--- config.mk ---
export PLATFORM = sky130hd
export DESIGN_NAME = sound_voice_allocator_core
export DESIGN_NICKNAME = d
export VERILOG_FILES = /design/src/design/sndva_pkg.sv /design/src/design/sndva_dp.sv /design/src/design/sndva_ctrl.sv /design/src/design/sound_voice_allocator_core.sv
export VERILOG_INCLUDE_DIRS = /design/src /design/src/design
export SDC_FILE = /design/constraint.sdc
export NUM_CORES = 2
export LEC_CHECK = 0
export ABC_AREA = 1
export BUFFER_PORTS_ARGS = -buffer_cell sky130_fd_sc_hd__buf_2
export CORE_MARGIN = 2
export CORE_UTILIZATION = 45
export DETAILED_ROUTE_END_ITERATION = 8
export SYNTH_ARGS = -nofsm -noshare
export SYNTH_HDL_FRONTEND = slang
export SYNTH_SLANG_ARGS = --single-unit
--- constraint.sdc ---
create_clock -name clk -period 8.8 [get_ports clk]
set_clock_uncertainty 0.2 [all_clocks]
set_input_delay 1.76 -clock clk [delete_from_list [all_inputs] [get_ports clk]]
set_output_delay 1.76 -clock clk [all_outputs]
set_load 0.05 [all_outputs]
--- src/design/sound_voice_allocator_core_defines.svh ---
// Assertion macros for the sound voice allocator.
`ifndef SOUND_VOICE_ALLOCATOR_CORE_DEFINES_SVH
`define SOUND_VOICE_ALLOCATOR_CORE_DEFINES_SVH

`ifndef NO_ASSERTIONS
`define SNDVA_ASSERT_IMPL(lbl, clk, rstn, ante, cons, msg) \
	lbl: assert property (@(posedge clk) disable iff (!rstn) (ante) |-> (cons)) else $error(msg);
`define SNDVA_ASSERT_NEXT(lbl, clk, rstn, ante, cons, msg) \
	lbl: assert property (@(posedge clk) disable iff (!rstn) (ante) |=> (cons)) else $error(msg);
`else
`define SNDVA_ASSERT_IMPL(lbl, clk, rstn, ante, cons, msg)
`define SNDVA_ASSERT_NEXT(lbl, clk, rstn, ante, cons, msg)
`endif

`endif

--- src/design/sndva_pkg.sv ---
// Shared types and constants of the sound voice allocator.
package sndva_pkg;

	localparam int NUM_CHANNELS_DEF = 32;

	localparam logic [1:0] ST_GRANTED = 2'd0;
	localparam logic [1:0] ST_BUSY    = 2'd1;
	localparam logic [1:0] ST_NONE    = 2'd2;
	localparam logic [1:0] ST_CLEARED = 2'd3;

	localparam logic REG_CHANNELS_IN_USE = 1'b0;
	localparam logic REG_LISTENER_ENTITY = 1'b1;

	localparam logic [5:0]  CHANNELS_RESET = 6'd32;
	localparam logic [10:0] LISTENER_RESET = 11'h7ff;
	localparam logic [31:0] BEST_INIT      = 32'h7fffffff;
	localparam logic [8:0]  SUB_SINGLE_MAX = 9'd255;

	typedef struct packed {
		logic        command;
		logic [9:0]  entity;
		logic [8:0]  sub_channel;
		logic [23:0] sound_length;
		logic [31:0] now;
	} req_word_t;

	typedef struct packed {
		logic [1:0] status;
		logic [4:0] channel_index;
		logic       evicted_active;
	} rsp_word_t;

	typedef struct packed {
		logic       load;
		logic       clear;
		logic       eval;
		logic       install;
		logic       finish;
		logic [1:0] status;
	} ctrl_cmd_t;

	typedef struct packed {
		logic is_stop;
		logic zero_scan;
		logic hit;
		logic busy;
		logic last;
		logic pick_vld;
	} dp_stat_t;

endpackage

--- src/design/sndva_dp.sv ---
// Datapath: channel table, scan compare, pick tracking and result register.
module sndva_dp #(
	parameter int NUM_CHANNELS = sndva_pkg::NUM_CHANNELS_DEF
) (
	input  logic                 clk,
	input  logic                 arst_n,
	input  sndva_pkg::req_word_t req,
	input  logic [5:0]           channels_in_use,
	input  logic [10:0]          listener_entity,
	input  sndva_pkg::ctrl_cmd_t cmd,
	output sndva_pkg::dp_stat_t  stat,
	output sndva_pkg::rsp_word_t rsp
);

	localparam int IDX_W = (NUM_CHANNELS > 1) ? $clog2(NUM_CHANNELS) : 1;
	localparam int CNT_W = $clog2(NUM_CHANNELS + 1);

	logic [9:0]  ent_mem [NUM_CHANNELS];
	logic [8:0]  sub_mem [NUM_CHANNELS];
	logic [31:0] end_mem [NUM_CHANNELS];
	logic [NUM_CHANNELS-1:0] active_q;

	sndva_pkg::req_word_t req_q;
	logic [CNT_W-1:0] scan_q;
	logic [IDX_W-1:0] idx_q;
	logic [IDX_W-1:0] pick_q;
	logic             pick_act_q;
	logic             pick_vld_q;
	logic [31:0]      best_q;

	logic [9:0]  rd_ent_q;
	logic [8:0]  rd_sub_q;
	logic [31:0] rd_end_q;
	logic        rd_act_q;

	sndva_pkg::rsp_word_t rsp_q;

	logic [CNT_W-1:0] scan_w;
	logic [9:0]       e_ent;
	logic [8:0]       e_sub;
	logic [31:0]      e_end;
	logic [31:0]      left;
	logic             hit;
	logic             prot;
	logic             better;

	assign scan_w = (32'(channels_in_use) > 32'(NUM_CHANNELS)) ?
		CNT_W'(NUM_CHANNELS) : CNT_W'(channels_in_use);

	// entries not installed since reset or the last clear read as zero
	assign e_ent = rd_act_q ? rd_ent_q : 10'd0;
	assign e_sub = rd_act_q ? rd_sub_q : 9'd0;
	assign e_end = rd_act_q ? rd_end_q : 32'd0;

	assign left   = e_end - req_q.now;
	assign hit    = (e_ent == req_q.entity) && (e_sub == req_q.sub_channel)
		&& (req_q.sub_channel != 9'd0);
	assign prot   = !listener_entity[10] && (e_ent == listener_entity[9:0])
		&& (req_q.entity != listener_entity[9:0]) && rd_act_q;
	assign better = $signed(left) < $signed(best_q);

	assign stat.is_stop   = req.command;
	assign stat.zero_scan = (scan_w == '0);
	assign stat.hit       = hit;
	assign stat.busy      = hit && (req_q.sub_channel > sndva_pkg::SUB_SINGLE_MAX) && rd_act_q;
	assign stat.last      = ((CNT_W'(idx_q) + CNT_W'(1)) == scan_q);
	assign stat.pick_vld  = pick_vld_q;

	assign rsp = rsp_q;

	always_ff @(posedge clk) begin
		rd_ent_q <= ent_mem[idx_q];
		rd_sub_q <= sub_mem[idx_q];
		rd_end_q <= end_mem[idx_q];
		rd_act_q <= active_q[idx_q];
		if (cmd.install) begin
			ent_mem[pick_q] <= req_q.entity;
			sub_mem[pick_q] <= req_q.sub_channel;
			end_mem[pick_q] <= req_q.now + 32'(req_q.sound_length);
		end
	end

	always_ff @(posedge clk or negedge arst_n) begin
		if (!arst_n) begin
			active_q   <= '0;
			pick_vld_q <= 1'b0;
			idx_q      <= '0;
		end else begin
			if (cmd.clear) begin
				active_q <= '0;
			end else if (cmd.install) begin
				active_q[pick_q] <= 1'b1;
			end
			if (cmd.load) begin
				pick_vld_q <= 1'b0;
				idx_q      <= '0;
			end else if (cmd.eval) begin
				idx_q <= idx_q + IDX_W'(1);
				if ((hit && !stat.busy) || (!hit && !prot && better)) begin
					pick_vld_q <= 1'b1;
				end
			end
		end
	end

	always_ff @(posedge clk) begin
		if (cmd.load) begin
			req_q  <= req;
			scan_q <= scan_w;
			best_q <= sndva_pkg::BEST_INIT;
		end else if (cmd.eval) begin
			if (hit) begin
				pick_q     <= idx_q;
				pick_act_q <= rd_act_q;
			end else if (!prot && better) begin
				best_q     <= left;
				pick_q     <= idx_q;
				pick_act_q <= rd_act_q;
			end
		end
		if (cmd.finish) begin
			rsp_q.status <= cmd.status;
			if (cmd.status == sndva_pkg::ST_GRANTED) begin
				rsp_q.channel_index  <= 5'(pick_q);
				rsp_q.evicted_active <= pick_act_q;
			end else begin
				rsp_q.channel_index  <= 5'd0;
				rsp_q.evicted_active <= 1'b0;
			end
		end
	end

endmodule

--- src/design/sndva_ctrl.sv ---
// Controller: sequences accept, channel scan, install and result handoff.
`include "sound_voice_allocator_core_defines.svh"

module sndva_ctrl (
	input  logic                 clk,
	input  logic                 arst_n,
	input  logic                 req_valid,
	output logic                 req_ready,
	output logic                 rsp_valid,
	input  logic                 rsp_ready,
	input  sndva_pkg::dp_stat_t  stat,
	output sndva_pkg::ctrl_cmd_t cmd
);

	localparam logic [2:0] S_IDLE = 3'd0;
	localparam logic [2:0] S_RD   = 3'd1;
	localparam logic [2:0] S_EV   = 3'd2;
	localparam logic [2:0] S_WR   = 3'd3;
	localparam logic [2:0] S_DONE = 3'd4;

	logic [2:0] state_q;
	logic [2:0] state_d;
	logic [1:0] status_q;
	logic [1:0] status_d;
	logic       rsp_valid_q;
	logic       accept;
	logic       out_free;

	assign req_ready = (state_q == S_IDLE);
	assign accept    = req_valid && req_ready;
	assign out_free  = !rsp_valid_q || rsp_ready;
	assign rsp_valid = rsp_valid_q;

	always_comb begin
		state_d     = state_q;
		status_d    = status_q;
		cmd.load    = 1'b0;
		cmd.clear   = 1'b0;
		cmd.eval    = 1'b0;
		cmd.install = 1'b0;
		cmd.finish  = 1'b0;
		cmd.status  = status_q;
		unique case (state_q)
			S_IDLE: begin
				if (accept) begin
					cmd.load = 1'b1;
					if (stat.is_stop) begin
						cmd.clear = 1'b1;
						status_d  = sndva_pkg::ST_CLEARED;
						state_d   = S_DONE;
					end else if (stat.zero_scan) begin
						status_d = sndva_pkg::ST_NONE;
						state_d  = S_DONE;
					end else begin
						state_d = S_RD;
					end
				end
			end
			S_RD: begin
				state_d = S_EV;
			end
			S_EV: begin
				cmd.eval = 1'b1;
				if (stat.busy) begin
					status_d = sndva_pkg::ST_BUSY;
					state_d  = S_DONE;
				end else if (stat.hit || stat.last) begin
					state_d = S_WR;
				end else begin
					state_d = S_RD;
				end
			end
			S_WR: begin
				cmd.install = stat.pick_vld;
				status_d    = stat.pick_vld ? sndva_pkg::ST_GRANTED : sndva_pkg::ST_NONE;
				state_d     = S_DONE;
			end
			S_DONE: begin
				if (out_free) begin
					cmd.finish = 1'b1;
					state_d    = S_IDLE;
				end
			end
			default: begin
				state_d = S_IDLE;
			end
		endcase
	end

	always_ff @(posedge clk or negedge arst_n) begin
		if (!arst_n) begin
			state_q     <= S_IDLE;
			status_q    <= sndva_pkg::ST_NONE;
			rsp_valid_q <= 1'b0;
		end else begin
			state_q  <= state_d;
			status_q <= status_d;
			if (cmd.finish) begin
				rsp_valid_q <= 1'b1;
			end else if (rsp_ready) begin
				rsp_valid_q <= 1'b0;
			end
		end
	end

	`SNDVA_ASSERT_NEXT(a_stop_clears, clk, arst_n, accept && stat.is_stop, state_q == S_DONE && status_q == sndva_pkg::ST_CLEARED, "stop word did not end in cleared status")
	`SNDVA_ASSERT_NEXT(a_busy_refuse, clk, arst_n, state_q == S_EV && stat.busy, state_q == S_DONE && status_q == sndva_pkg::ST_BUSY, "busy single instance not refused")
	`SNDVA_ASSERT_NEXT(a_no_pick, clk, arst_n, state_q == S_WR && !stat.pick_vld, status_q == sndva_pkg::ST_NONE, "grant without a picked channel")
	`SNDVA_ASSERT_IMPL(a_finish_free, clk, arst_n, cmd.finish, !rsp_valid_q || rsp_ready, "result overwritten before it was taken")

endmodule

--- src/design/sound_voice_allocator_core.sv ---
// Top level of the sound voice allocator: register port, controller and datapath.
//
// channel  handshake                    payload
// req      req_valid / req_ready        sndva_pkg::req_word_t
// rsp      rsp_valid / rsp_ready        sndva_pkg::rsp_word_t
// cfg      psel/penable/pwrite/pready   paddr, pwdata, prdata
//
// A start word scans up to min(channels_in_use, NUM_CHANNELS) table entries, reading each
// in S_RD and comparing in S_EV; S_WR installs any pick, S_DONE hands off the result.
// Stop words and a zero scan count skip the scan; a matching owner ends it early.
// After reset the table is empty; a stop word clears it as it is accepted.
// A stalled result is held and the next word is taken once it is registered.
module sound_voice_allocator_core #(
	parameter int NUM_CHANNELS = sndva_pkg::NUM_CHANNELS_DEF
) (
	input  logic                 clk,
	input  logic                 arst_n,
	input  logic                 req_valid,
	output logic                 req_ready,
	input  sndva_pkg::req_word_t req,
	output logic                 rsp_valid,
	input  logic                 rsp_ready,
	output sndva_pkg::rsp_word_t rsp,
	input  logic                 psel,
	input  logic                 penable,
	input  logic                 pwrite,
	input  logic [2:0]           paddr,
	input  logic [31:0]          pwdata,
	output logic [31:0]          prdata,
	output logic                 pready
);

	logic [5:0]  channels_in_use_q;
	logic [10:0] listener_entity_q;
	logic        cfg_wr;

	sndva_pkg::ctrl_cmd_t cmd;
	sndva_pkg::dp_stat_t  stat;

	assign pready = 1'b1;
	assign cfg_wr = psel && penable && pwrite && pready;

	always_ff @(posedge clk or negedge arst_n) begin
		if (!arst_n) begin
			channels_in_use_q <= sndva_pkg::CHANNELS_RESET;
			listener_entity_q <= sndva_pkg::LISTENER_RESET;
		end else if (cfg_wr) begin
			unique case (paddr[2])
				sndva_pkg::REG_CHANNELS_IN_USE: channels_in_use_q <= pwdata[5:0];
				sndva_pkg::REG_LISTENER_ENTITY: listener_entity_q <= pwdata[10:0];
				default: ;
			endcase
		end
	end

	always_comb begin
		unique case (paddr[2])
			sndva_pkg::REG_CHANNELS_IN_USE: prdata = {26'd0, channels_in_use_q};
			sndva_pkg::REG_LISTENER_ENTITY: prdata = {{21{listener_entity_q[10]}},
				listener_entity_q};
			default: prdata = 32'd0;
		endcase
	end

	sndva_ctrl u_ctrl (
		.clk       (clk),
		.arst_n    (arst_n),
		.req_valid (req_valid),
		.req_ready (req_ready),
		.rsp_valid (rsp_valid),
		.rsp_ready (rsp_ready),
		.stat      (stat),
		.cmd       (cmd)
	);

	sndva_dp #(
		.NUM_CHANNELS (NUM_CHANNELS)
	) u_dp (
		.clk             (clk),
		.arst_n          (arst_n),
		.req             (req),
		.channels_in_use (channels_in_use_q),
		.listener_entity (listener_entity_q),
		.cmd             (cmd),
		.stat            (stat),
		.rsp             (rsp)
	);

endmodule
==> results.tsv <==
metric	value	unit
routability cong.	0.913	
post-cts resize count	0	
Pint	17.8	mW
fin crit period	4860	ps
initial core utilization	45.3	%
Synth Instances	6343	
hold crit path type	flop to flop	
H-Tree Depth	4	
Max Cap Violations	0	
Layout Nets	6605	
Crit-path slowest cell	dfxtp_4	
first-pass GRT wire length	332000	um
Root Driver	clkbuf_16	
TritonCTS buffer count	188	
power density cells	309	nW/um^2
CTS tree	done	
Syn Nets	6550	
flop-to-flop setup slack	3940	ps
CP Capture Type	flop	
Reg power frac	44.8	%
Final ANT Viol Nets	0	
Slew HR	9.44	%
placed cell count	8425	
Clock Pin Slew Worst Setup and Hold Paths	60	ps
residual DRC count	0	
Switch Pwr	8.84	mW
Die ar.	174000	um^2
Worst Path Class, Setup	flop to flop	
multi-input logic area	19500	um^2
Worst EP arrival	5380	ps
Gate power share	25.1	%
Worst-Margin Slew	1360	ps
Yosys Warn Count	0	
status	completed	
router iterations before antenna repair	6	
post-synthesis cell type count	48	
reg2reg end	u_dp.best_q[4]	
Sw Share	33.2	%
worst r2r src	u_dp.rd_act_q	
worst-skew pair later-pin latency	840	ps
Clock power frac	30.2	%
period utilization	55.3	%
detail-routed via count per cell	5.91	
Critical path destination	u_dp.best_q[4]	
Die Span Y	417	um
die width	417	um
FFs w/ async S/R, synth	3.26	%
Max Buffers Root-to-Sink	3	
Core Footprint	169000	um^2
Fmax	0.206	GHz
ys flop type	edfxtp_1	
DR vias	51800	
synthesized area per cell	12.1	um^2
vias in the first global route	48600	
DRT Wirelength	229000	um
mapped cell area	76700	um^2
grt total ovfl	0	
worst endpoint required time	9310	ps
# setup viols final	0	
DP HPWL	120000	um
final hold violations	0	
worst-path fanout max	62	
worst-path cell chain	nand2_1, inv_1, ha_1, a21oi_1, o21bai_1, a21oi_1, nor2_1, nor2_1, nand2_1, nand2_1, nand2_1, ha_1, nand2_1, nor2_1, nand2_1, nor4_1, nand2_1, nand3_1, nand3_4, nand2_1, nand3_1	
CP Buf/Inv Count	1	
number of synthesized flops with an enable pin	1727	
proportion of layout cells with a drive suffix above 1	9.85	%
average routed wire per standard cell	26.1	um
Storage cell area	55100	um^2
P&R area growth vs syn	12.4	%
pin count of the biggest net entering global routing	204	
R2R depth	21	
Crit path max-delay family	simple AND/OR/NAND/NOR gates	
initial antenna violation count	7	
Synth Register Bits	1872	
Crit path depth	21	
crit start category	flop	
Std-Cell Rows	151	
CTS Sinks	1872	
Sum Neg Setup Slack	0	ps
port buffer count	136	
Leak	30.9	nW
initial DRC count	6271	
slowest stage delay, CP	900	ps
RSZ-0062 raised after global routing	no	
IO Pins	161	
fill count	14500	
most frequent CP cell	nand2_1	
critical path startpoint	u_dp.rd_act_q	
sequential share of the synthesized area	71.8	%
Final Max Slew Viols	0	
Tot GR Track Use	26.0	%
Peak VDD IR	333	uV
cts hold-fix bufs	0	
post-route insts no fill	8779	
post-CTS setup buffer count	0	
-- cell usage after synthesis (65+ instances only) --
library cell | count | area (um^2)
ha_1 | 87 | 1090
buf_2 | 65 | 325
nand2_1 | 690 | 2590
o21ai_0 | 872 | 4360
clkbuf_1 | 277 | 1040
dfxtp_1 | 84 | 1680
o221ai_1 | 103 | 902
nor2_1 | 1099 | 4130
edfxtp_1 | 1727 | 51900
inv_1 | 251 | 942
o22ai_1 | 427 | 2670
a21oi_1 | 163 | 816
nand3_1 | 159 | 796
-- cell type report --
class                           count  share of cell area [%]
Inverter                          252                    1.13
Multi-Input combinational cell   3820                    22.6
Clock inverter                     96                    1.15
Sequential cell                  1872                    63.9
Timing Repair Buffer              264                    1.97
Antenna cell                        1                 0.00290
Clock buffer                      256                    6.06
Tap cell                         2218                    3.22
-- flip-flops by register name (all words and copies together) (netlist names), 9 cells and up --
signal             count
u_dp.rd_sub_q          9
u_dp.rd_ent_q         10
u_dp.req_q            75
u_dp.end_mem        1024
u_dp.ent_mem         320
u_dp.active_q         32
u_dp.best_q           32
u_dp.sub_mem         288
listener_entity_q     11
u_dp.rd_end_q         32
-- cells by family (layout without fill, tap and decap cells) --
| logic type | count (synthesis) | in the layout | share of synthesized area [%] |
|---|---|---|---|
| simple gates | 2016 | 2016 | 10.4 |
| xor+xnor | 75 | 75 | 0.856 |
| buf+inv | 651 | 868 | 3.49 |
| fa+ha+maj | 89 | 89 | 1.47 |
| flops | 1872 | 1872 | 71.8 |
| compound gates | 1639 | 1639 | 12.0 |
| other cells | 1 | 2 | 0.00489 |
-- tightest hold or removal path, stage by stage, from the launching register on --
cell and delay (ps):
dfxtp_1 320, nand2_1 50, nand3_1 60
-- power groups by stage --
stage                     sequential (mW)  clock, mW  combinational [mW]
after detailed placement             12.1          0                6.61
after floorplan                      11.9          0                4.40
after global placement               12.1          0                6.50
after CTS                            11.9       8.12                6.63
after global routing                 12.0       8.47                7.40
final                                11.9       8.03                6.68
-- layout by cell type, fill, tap and decap left out, drive strengths merged, types with 4 or more instances in the layout --
master  Yosys  layout
nand3     161     161
o221ai    103     103
o21bai      9       9
xnor2      22      22
dfstp      13      13
bufinv      0      14
inv       252     260
nand2     693     693
or2         6       6
edfxtp   1727    1727
nor3       18      18
ha         87      87
dfrtp      48      48
xor2       53      53
nand4      18      18
dfxtp      84      84
buf       122     264
nor2     1101    1101
nand3b     10      10
o21a        4       4
o21ai     913     913
clkbuf    277     256
a21o        8       8
clkinv      0      73
a21oi     164     164
o22ai     427     427
-- how the worst min path moves through the flow --
| stage | startpoint | to | slack, ps | cells after the start |
|---|---|---|---|---|
| after floorplan | u_dp.rd_act_q | u_dp.pick_act_q | 230 | 0 |
| after global placement | u_dp.best_q[7] | u_dp.best_q[7] | 250 | 2 |
| after detailed placement | u_dp.best_q[16] | u_dp.best_q[16] | 260 | 2 |
| after CTS | u_dp.best_q[16] | u_dp.best_q[16] | 270 | 2 |
| after global routing | u_dp.best_q[15] | u_dp.best_q[15] | 290 | 2 |
| final | u_dp.best_q[16] | u_dp.best_q[16] | 270 | 2 |
-- layer usage --
layer	vias up	GRT usage [%]	wire length (um)	share of wire, %
met3	405	3.59	20400	8.9
met2	2484	42.3	108000	47
met4	4	9.49	7930	3.5
met1	25800	35.8	92300	40
li1	23100	-	-	-
met5	-	0	26	0.011
-- through the flow --
step           total power [mW]  worst slack (ps)  utilization (%)  instance area, um^2  hold slack [ps]
4_1_cts                    26.7              3950             50.9                86200              273
6_report                   26.6              3940             50.9                86200              268
3_5_place_dp               18.7              3960             47.3                80000              258
2_1_floorplan              16.3              1870                -                76700              231
3_3_place_gp               18.6              3980             47.3                80000              254
5_1_grt                    27.8              3320             50.9                86200              291
(Power assumes the default switching activity.)
